## src/design/hpqp_pkg.sv

```systemverilog
package hpqp_pkg;

  // Default number of histogram bins per image.
  localparam int DEF_BINS = 256;

  // Field widths.
  localparam int CNT_W = 24;
  localparam int IMG_W = 8;
  localparam int POS_W = 9;
  localparam int QN_W  = 4;
  localparam int SUM_W = 32;
  // Wide enough for 100 * sum and for pct * total with pct up to 105.
  localparam int THR_W = SUM_W + 7;

  // Quantiles are FIRST_PCT + STEP_PCT * k percent, k = 0 .. QUANT_COUNT-1.
  localparam int QUANT_COUNT = 10;
  localparam int FIRST_PCT   = 5;
  localparam int STEP_PCT    = 10;

  localparam logic [QN_W-1:0] LAST_QUANT = QN_W'(QUANT_COUNT - 1);
  localparam logic [QN_W-1:0] QUANT_END  = QN_W'(QUANT_COUNT);

  // Controller to datapath commands.
  typedef struct packed {
    logic            accept;     // input request taken this cycle
    logic            last;       // taken request closes the pair
    logic            init;       // prepare thresholds and pointers
    logic            scan;       // one step of the cumulative scan
    logic            emit_load;  // load the output register
    logic [QN_W-1:0] quant;      // quantile to load
  } hpqp_cmd_t;

  // Datapath to controller status.
  typedef struct packed {
    logic scan_done;
  } hpqp_status_t;

endpackage

```

## src/design/hpqp_ctrl.sv

```systemverilog
module hpqp_ctrl
  import hpqp_pkg::*;
(
  input  logic         clk,
  input  logic         rst_n,
  input  logic         in_valid,
  input  logic         in_last_bin,
  output logic         in_stall,
  output logic         out_valid,
  input  logic         out_stall,
  input  hpqp_status_t status,
  output hpqp_cmd_t    cmd
);

  typedef enum logic [1:0] {
    ST_LOAD,
    ST_INIT,
    ST_SCAN,
    ST_EMIT
  } state_t;

  state_t          state_r, state_nxt;
  logic [QN_W-1:0] quant_r, quant_nxt;
  logic            out_valid_r, out_valid_nxt;
  logic            accept;
  logic            load;
  logic            take;

  assign accept = in_valid && (state_r == ST_LOAD);
  assign take   = out_valid_r && !out_stall;
  assign load   = (state_r == ST_EMIT) && (!out_valid_r || !out_stall);

  // Commands to the datapath
  always_comb begin
    cmd           = '0;
    cmd.accept    = accept;
    cmd.last      = in_last_bin;
    cmd.init      = (state_r == ST_INIT);
    cmd.scan      = (state_r == ST_SCAN);
    cmd.emit_load = load;
    cmd.quant     = quant_r;
  end

  // Next state
  always_comb begin
    state_nxt     = state_r;
    quant_nxt     = quant_r;
    out_valid_nxt = out_valid_r;
    if (take) begin
      out_valid_nxt = 1'b0;
    end
    case (state_r)
      ST_LOAD: begin
        if (accept && in_last_bin) begin
          state_nxt = ST_INIT;
        end
      end
      ST_INIT: begin
        state_nxt = ST_SCAN;
      end
      ST_SCAN: begin
        if (status.scan_done) begin
          state_nxt = ST_EMIT;
          quant_nxt = '0;
        end
      end
      ST_EMIT: begin
        if (load) begin
          out_valid_nxt = 1'b1;
          quant_nxt     = quant_r + 1'b1;
          if (quant_r == LAST_QUANT) begin
            state_nxt = ST_LOAD;
            quant_nxt = '0;
          end
        end
      end
      default: begin
        state_nxt = ST_LOAD;
      end
    endcase
  end

  always_ff @(posedge clk) begin
    if (!rst_n) begin
      state_r     <= ST_LOAD;
      quant_r     <= '0;
      out_valid_r <= 1'b0;
    end else begin
      state_r     <= state_nxt;
      quant_r     <= quant_nxt;
      out_valid_r <= out_valid_nxt;
    end
  end

  assign in_stall  = (state_r != ST_LOAD);
  assign out_valid = out_valid_r;

endmodule

```

## config.mk

```make
export PLATFORM = sky130hd
export DESIGN_NAME = hpqp_ctrl
export DESIGN_NICKNAME = d
export VERILOG_FILES = /design/src/design/hpqp_pkg.sv /design/src/design/hpqp_ctrl.sv
export SDC_FILE = /design/constraint.sdc
export NUM_CORES = 1
export LEC_CHECK = 0
export ABC_AREA = 1
export BUFFER_PORTS_ARGS = -buffer_cell sky130_fd_sc_hd__buf_4
export CAP_MARGIN = 0
export CORE_AREA = 3 3 40 42
export DETAILED_ROUTE_END_ITERATION = 6
export DIE_AREA = 0 0 43 45
export PLACE_DENSITY = 0.67
export SETUP_SLACK_MARGIN = 0.2
export SLEW_MARGIN = 20
export SYNTH_ARGS = -nofsm -noshare
export SYNTH_HDL_FRONTEND = slang
export SYNTH_SLANG_ARGS = --single-unit
```

## constraint.sdc

```tcl
create_clock -name clk -period 1.17 [get_ports clk]
set_input_delay 0.234 -clock clk [delete_from_list [all_inputs] [get_ports clk]]
set_output_delay 0.234 -clock clk [all_outputs]
set_load 0.02 [all_outputs]
```

==> results of run 1 <==
-- per-stage QoR --
stage / utilization / setup TNS (ps) / hold WS, ps / worst slack, ps / instance area, um^2
after floorplan: - / 0 / 345 / 54.3 / 562
after global placement: 0.563 / -45.2 / 507 / -28.2 / 723
after detailed placement: 0.563 / -266 / 509 / -52.3 / 723
after CTS: 0.681 / -1210 / 249 / -128 / 875
after global routing: 0.740 / -1730 / 253 / -198 / 951
final: 0.740 / -1140 / 249 / -138 / 951
-- worst max-delay path by stage --
stage / start / endpoint / slack (ps) / cells past startpoint
final: state_r[1]$_SDFFE_PN0P_ / cmd[8] / -140 / 5
after CTS: state_r[1]$_SDFFE_PN0P_ / cmd[8] / -130 / 5
after global routing: state_r[0]$_SDFFE_PN0P_ / state_r[0]$_SDFFE_PN0P_ / -200 / 9
after global placement: state_r[1]$_SDFFE_PN0P_ / state_r[0]$_SDFFE_PN0P_ / -30 / 7
after detailed placement: state_r[1]$_SDFFE_PN0P_ / quant_r[1]$_SDFFE_PN0P_ / -50 / 6
after floorplan: state_r[0]$_SDFFE_PN0P_ / state_r[0]$_SDFFE_PN0P_ / 50 / 8
-- routing by layer --
metal	GRT usage	vias up	part of all wire
met2	0.305	11	0.53
met5	0	-	0
met4	0.0723	0	0.025
met1	0.176	270	0.39
met3	0.0637	7	0.051
li1	-	303	-
-- worst max-delay path: stages (launching register included) --
cell,delay [ps]
dfxtp_4,390
inv_4,60
ha_4,170
nand2_2,50
inv_2,30
buf_6,120
-- placed cells by master (no fill, tap or decap) --
cell type and instances:
a21boi_0 1, nor2_1 10, nand2_8 1, dfxtp_2 2, inv_1 9, nor2_2 1, ha_1 3, nand4_1 2
nand2_4 2, dfxtp_4 5, nand2_2 4, o21ai_4 1, nor2_4 1, ha_4 3, clkbuf_4 3, inv_2 5
nand3_4 1, ha_2 1, nand2_1 15, clkbuf_1 1, nand3_1 6, buf_4 12, nand3_2 3, buf_6 15
inv_4 2
-- area by class of cell --
type / instances / area (um^2) / share of cell area
clock buffer: 4 / 26.3 / 0.0276
inverter: 16 / 65.1 / 0.0684
multi-input combinational: 55 / 420 / 0.442
sequential: 7 / 161 / 0.170
tap: 15 / 18.8 / 0.0197
timing repair buffer: 27 / 259 / 0.272
-- kinds of logic (layout without fill, tap and decap cells) --
family	Yosys count	after routing	synth area share
AND/OR/NAND/NOR	46	46	0.383
buffers and inverters	19	47	0.156
adder cells (fa/ha/maj)	7	7	0.165
flip-flops	7	7	0.265
AO/OA/AOI/OAI	2	2	0.0307
-- state kept, by name (all words and copies together), names as in the netlist --
| name | flops |
|---|---|
| quant_r | 4 |
| out_valid | 1 |
| state_r | 2 |
-- what timing repair did --
action | 4_1_cts | 5_1_grt
gates resized for setup | 24 | 19
setup buffers | 4 | 1
pin swaps | 1 | 9
hold buffers | 0 | 0
setup endpoints to repair | 16 | 16
-- power groups by stage --
stage	sequential (mW)	combinational [mW]	clock (mW)
after CTS	0.417	1.23	0.235
after global routing	0.425	1.56	0.249
after global placement	0.389	0.994	0
final	0.417	1.42	0.234
after detailed placement	0.392	0.993	0
after floorplan	0.447	0.617	0
==> impl_metrics.tcl, run 1 <==
set metrics [dict create \
    grt_pass1_vias 567 \
    critPathKind "reg2out" \
    tightest_slew_ps 254 \
    worst-r2r-setup-slack_ps -120 \
    fin_crit_ps 1310 \
    drv_slew 0 \
    clk_pin_slew_ps 50 \
    powerDensity_mw_per_mm2 2170 \
    cts_buffers 3 \
    cp-end-kind "primary output" \
    clkPwrFrac 0.113 \
    crit_required_ps 940 \
    io_buffers 16 \
    p_sw_frac 0.447 \
    grt_max_degree 7 \
    placedCellCount 115 \
    start_kind "flip-flop" \
    clk_path_buf_depth 2 \
    r2r_start "state_r[0]$_SDFFE_PN0P_" \
    gp_congestion 0.777 \
    hold_depth 3 \
    skew_ps 14.4 \
    die_h_um 45 \
    outcome "finished with violations" \
    dieArea_mm2 0.00194 \
    hold_viol_final 0 \
    dieWidth_um 43 \
    clk_latency_ps 270 \
    p_sw_mw 0.923 \
    synthDistinctLibCells 14 \
    core_mm2 0.00128 \
    syn_nets 94 \
    rsz0062_at_grt "yes" \
    synth_top_cell_area_share 0.265 \
    r2r_end "state_r[0]$_SDFFE_PN0P_" \
    wl_per_cell_um 12.5 \
    cts_sinks 7 \
    drive_above_1_share 0.569 \
    synthTopCellsByCount "nand2_1 (20), inv_1 (15), nor2_1 (11), nand3_1 (9)" \
    fin_nets 123 \
    syn_area_per_cell_um2 6.53 \
    cp_max_fo 4 \
    worstHoldStart "rst_n" \
    vdd_drop_max_uv 1270 \
    drt-initial-drc-count 6 \
    hold_class "in2reg" \
    ant_nets 0 \
    worstRegToRegCells 9 \
    combPwrFrac 0.685 \
    seq_power_share 0.202 \
    dr_total_vias 591 \
    layout_setup_ws_ps -138 \
    start_util 0.412 \
    grt_use_total 0.169 \
    first_pass_iters 4 \
    async_flop_share 0 \
    wl_mm 1.55 \
    ioPinCount 17 \
    fill_cells 101 \
    yosys.area.top_type "dfxtp_1" \
    setup_viol 11 \
    std_cell_rows 13 \
    syn2layout_area_growth_pct 79.7 \
    synth-edff-count 0 \
    finalNonFillerCells 124 \
    yosys_most_used_dff "dfxtp_1" \
    synth.most_common_cell "nand2_1" \
    period_share 1.12 \
    cts_tree "built" \
    max_freq_mhz 764 \
    yosys_warnings 0 \
    cts_root_buffer "clkbuf_4" \
    synthTopCellsByArea "dfxtp_1 (26%), ha_1 (17%), nand2_1 (14%), inv_1 (11%), nand3_1 (8.5%)" \
    internal_power_mw 1.14 \
    insertedDiodeCount 0 \
    violations "setup timing" \
    ys_ff_latch 7 \
    drc_errors 0 \
    overflow 0 \
    mappedNetlistArea_um2 529 \
    arrival_ps 1070 \
    syn_inst 81 \
    leakage_nw 0.456 \
    hold_end "state_r[0]$_SDFFE_PN0P_" \
    relSlewSlack 0.830 \
    grt_pass1_wl_mm 2.39 \
    grt_antenna_before_repair 0 \
    h-tree-depth 1 \
    cap_violations 0 \
    dp_hpwl_um 917 \
    via_per_inst 4.77 \
    power.total_mw 2.07 \
    ys_seq_area_frac 0.265 \
]
Power figures use the tool's default switching activity.
==> inputs of run 2 (changes only) <==
--- a/config.mk
+++ b/config.mk
@@ -9,9 +9,9 @@
 export BUFFER_PORTS_ARGS = -buffer_cell sky130_fd_sc_hd__buf_4
 export CAP_MARGIN = 0
 export CORE_AREA = 3 3 40 42
+export CTS_CLUSTER_DIAMETER = 200
 export DETAILED_ROUTE_END_ITERATION = 6
 export DIE_AREA = 0 0 43 45
-export PLACE_DENSITY = 0.67
 export SETUP_SLACK_MARGIN = 0.2
 export SLEW_MARGIN = 20
 export SYNTH_ARGS = -nofsm -noshare
==> constraint.sdc (replaced) <==
create_clock -name clk -period 1.3 [get_ports clk]
set_input_delay 0.26 -clock clk [delete_from_list [all_inputs] [get_ports clk]]
set_output_delay 0.26 -clock clk [all_outputs]
set_load 0.02 [all_outputs]
==> impl_metrics.tcl, run 2 (synthesized netlist as in run 1, its figures left out) <==
set metrics [dict create \
    outcome "finished with violations" \
    violations "setup timing" \
    slowest_delay_ps 390 \
    fin_crit_ps 1320 \
    path_cells "inv_4 -> ha_4 -> nand2_1 -> inv_1 -> buf_6" \
    clk_pin_slew_ps 50 \
    finalNonFillerCells 119 \
    ant_nets 0 \
    post_dp_cell_area_um2 676 \
    dieWidth_um 43 \
    max_freq_mhz 755 \
    cp_max_fo 4 \
    critical_path.top_delay_family "flip-flops" \
    vdd_drop_max_uv 1300 \
    drt-initial-drc-count 9 \
    clk_path_buf_depth 2 \
    start_kind "flip-flop" \
    grt_pass1_wl_mm 2.13 \
    cp-end-kind "primary output" \
    post-route-util 0.692 \
    critPathBufInv 3 \
    grt_pass1_vias 551 \
    drive_above_1_share 0.548 \
    period_share 1.02 \
    leakage_nw 0.426 \
    start_util 0.412 \
    core_mm2 0.00128 \
    arrival_ps 1060 \
    rsz0062_at_grt "yes" \
    cts_root_buffer "clkbuf_4" \
    final_cell_mix "buf_4 (16), nand2_1 (15), inv_1 (10)" \
    overflow 0 \
    clk_latency_ps 250 \
    std_cell_rows 13 \
    power.total_mw 1.67 \
    powerDensity_mw_per_mm2 1880 \
    wl_per_cell_um 10.5 \
    die_h_um 45 \
    gp_congestion 0.731 \
    hold_viol_final 0 \
    hold_class "in2reg" \
    finalSetupTns_ps -29.9 \
    grt_antenna_before_repair 0 \
    hold_buffers 0 \
    regMostFlops "quant_r" \
    fin_nets 118 \
    placedCellCount 109 \
    crit_slowest_cell "dfxtp_4" \
    final_area_um2 890 \
    critPathKind "reg2out" \
    syn2layout_area_growth_pct 68.1 \
    cts_buffers 3 \
    dieArea_mm2 0.00194 \
    hold_depth 3 \
    cts_sinks 7 \
    drv_slew 0 \
    layout_commonest_cell "buf_4" \
    skew_ps 4.04 \
    cts_tree "built" \
    insertedDiodeCount 0 \
    largest_reg_flops 4 \
    dp_hpwl_um 894 \
    fill_cells 117 \
    wl_mm 1.24 \
    first_pass_iters 4 \
    worstRegToRegCells 8 \
    grt_max_degree 7 \
    relSlewSlack 0.893 \
    io_buffers 16 \
    dr_total_vias 555 \
    via_per_inst 4.66 \
    layout_setup_ws_ps -23.8 \
    setup_viol 2 \
    h-tree-depth 1 \
    cp.depth 5 \
    crit_required_ps 1040 \
    grt_use_total 0.145 \
    tightest_slew_ps 160 \
    cap_violations 0 \
    drc_errors 0 \
    ioPinCount 17 \
]
run 2: cell types whose count changed in the layout (fill, tap and decap cells not counted), sizes merged:
| cell | delta |
|---|---|
| buf | -5 |
run 2: layer usage:
layer | GRT usage | vias to the layer above | routed length (um)
li1 | - | 292 | -
met1 | 0.160 | 250 | 510
met2 | 0.266 | 13 | 654
met3 | 0.0637 | 0 | 79
met4 | 0.0181 | 0 | 0
met5 | 0 | - | 0
run 2: final cells by class:
cell class | count | area (um^2) | area share
Inverter | 16 | 65.1 | 0.0731
Sequential cell | 7 | 156 | 0.176
Timing Repair Buffer | 22 | 188 | 0.211
Tap cell | 15 | 18.8 | 0.0211
Clock buffer | 4 | 26.3 | 0.0295
Multi-Input combinational cell | 55 | 435 | 0.489
run 2: final timing paths:
| check | start | slack [ps] | to |
|---|---|---|---|
| setup / recovery | state_r[1]$_SDFFE_PN0P_ | -20 | cmd[8] |
| hold reg to reg | out_valid$_SDFF_PN0_ | 540 | out_valid$_SDFF_PN0_ |
| hold / removal | rst_n | 270 | state_r[0]$_SDFFE_PN0P_ |
| setup reg to reg | state_r[1]$_SDFFE_PN0P_ | 90 | state_r[0]$_SDFFE_PN0P_ |
run 2: worst min-delay path, delay by kind of cell:
kind | cells | cell delay (ps)
simple gates | 2 | 90
buf+inv | 1 | 130
run 2: where the power goes:
part | leakage [nW] | total, mW | internal, mW | switching (mW)
registers | 0.0603 | 0.395 | 0.305 | 0.0905
clock network | 0.0150 | 0.192 | 0.117 | 0.0755
logic | 0.351 | 1.08 | 0.495 | 0.589
run 2: timing repair:
| item | CTS | global route |
|---|---|---|
| resized for setup | 23 | 12 |
| setup endpoints to repair | 11 | 11 |
| pin swaps | 5 | 11 |
| buffers inserted | 4 | 2 |
run 2: per-stage QoR:
step	hold slack (ps)	setup slack, ps
6_report	273	-23.8
5_1_grt	290	-64.4
4_1_cts	271	-36.2
3_5_place_dp	511	63.7
3_3_place_gp	507	62.9
2_1_floorplan	373	184
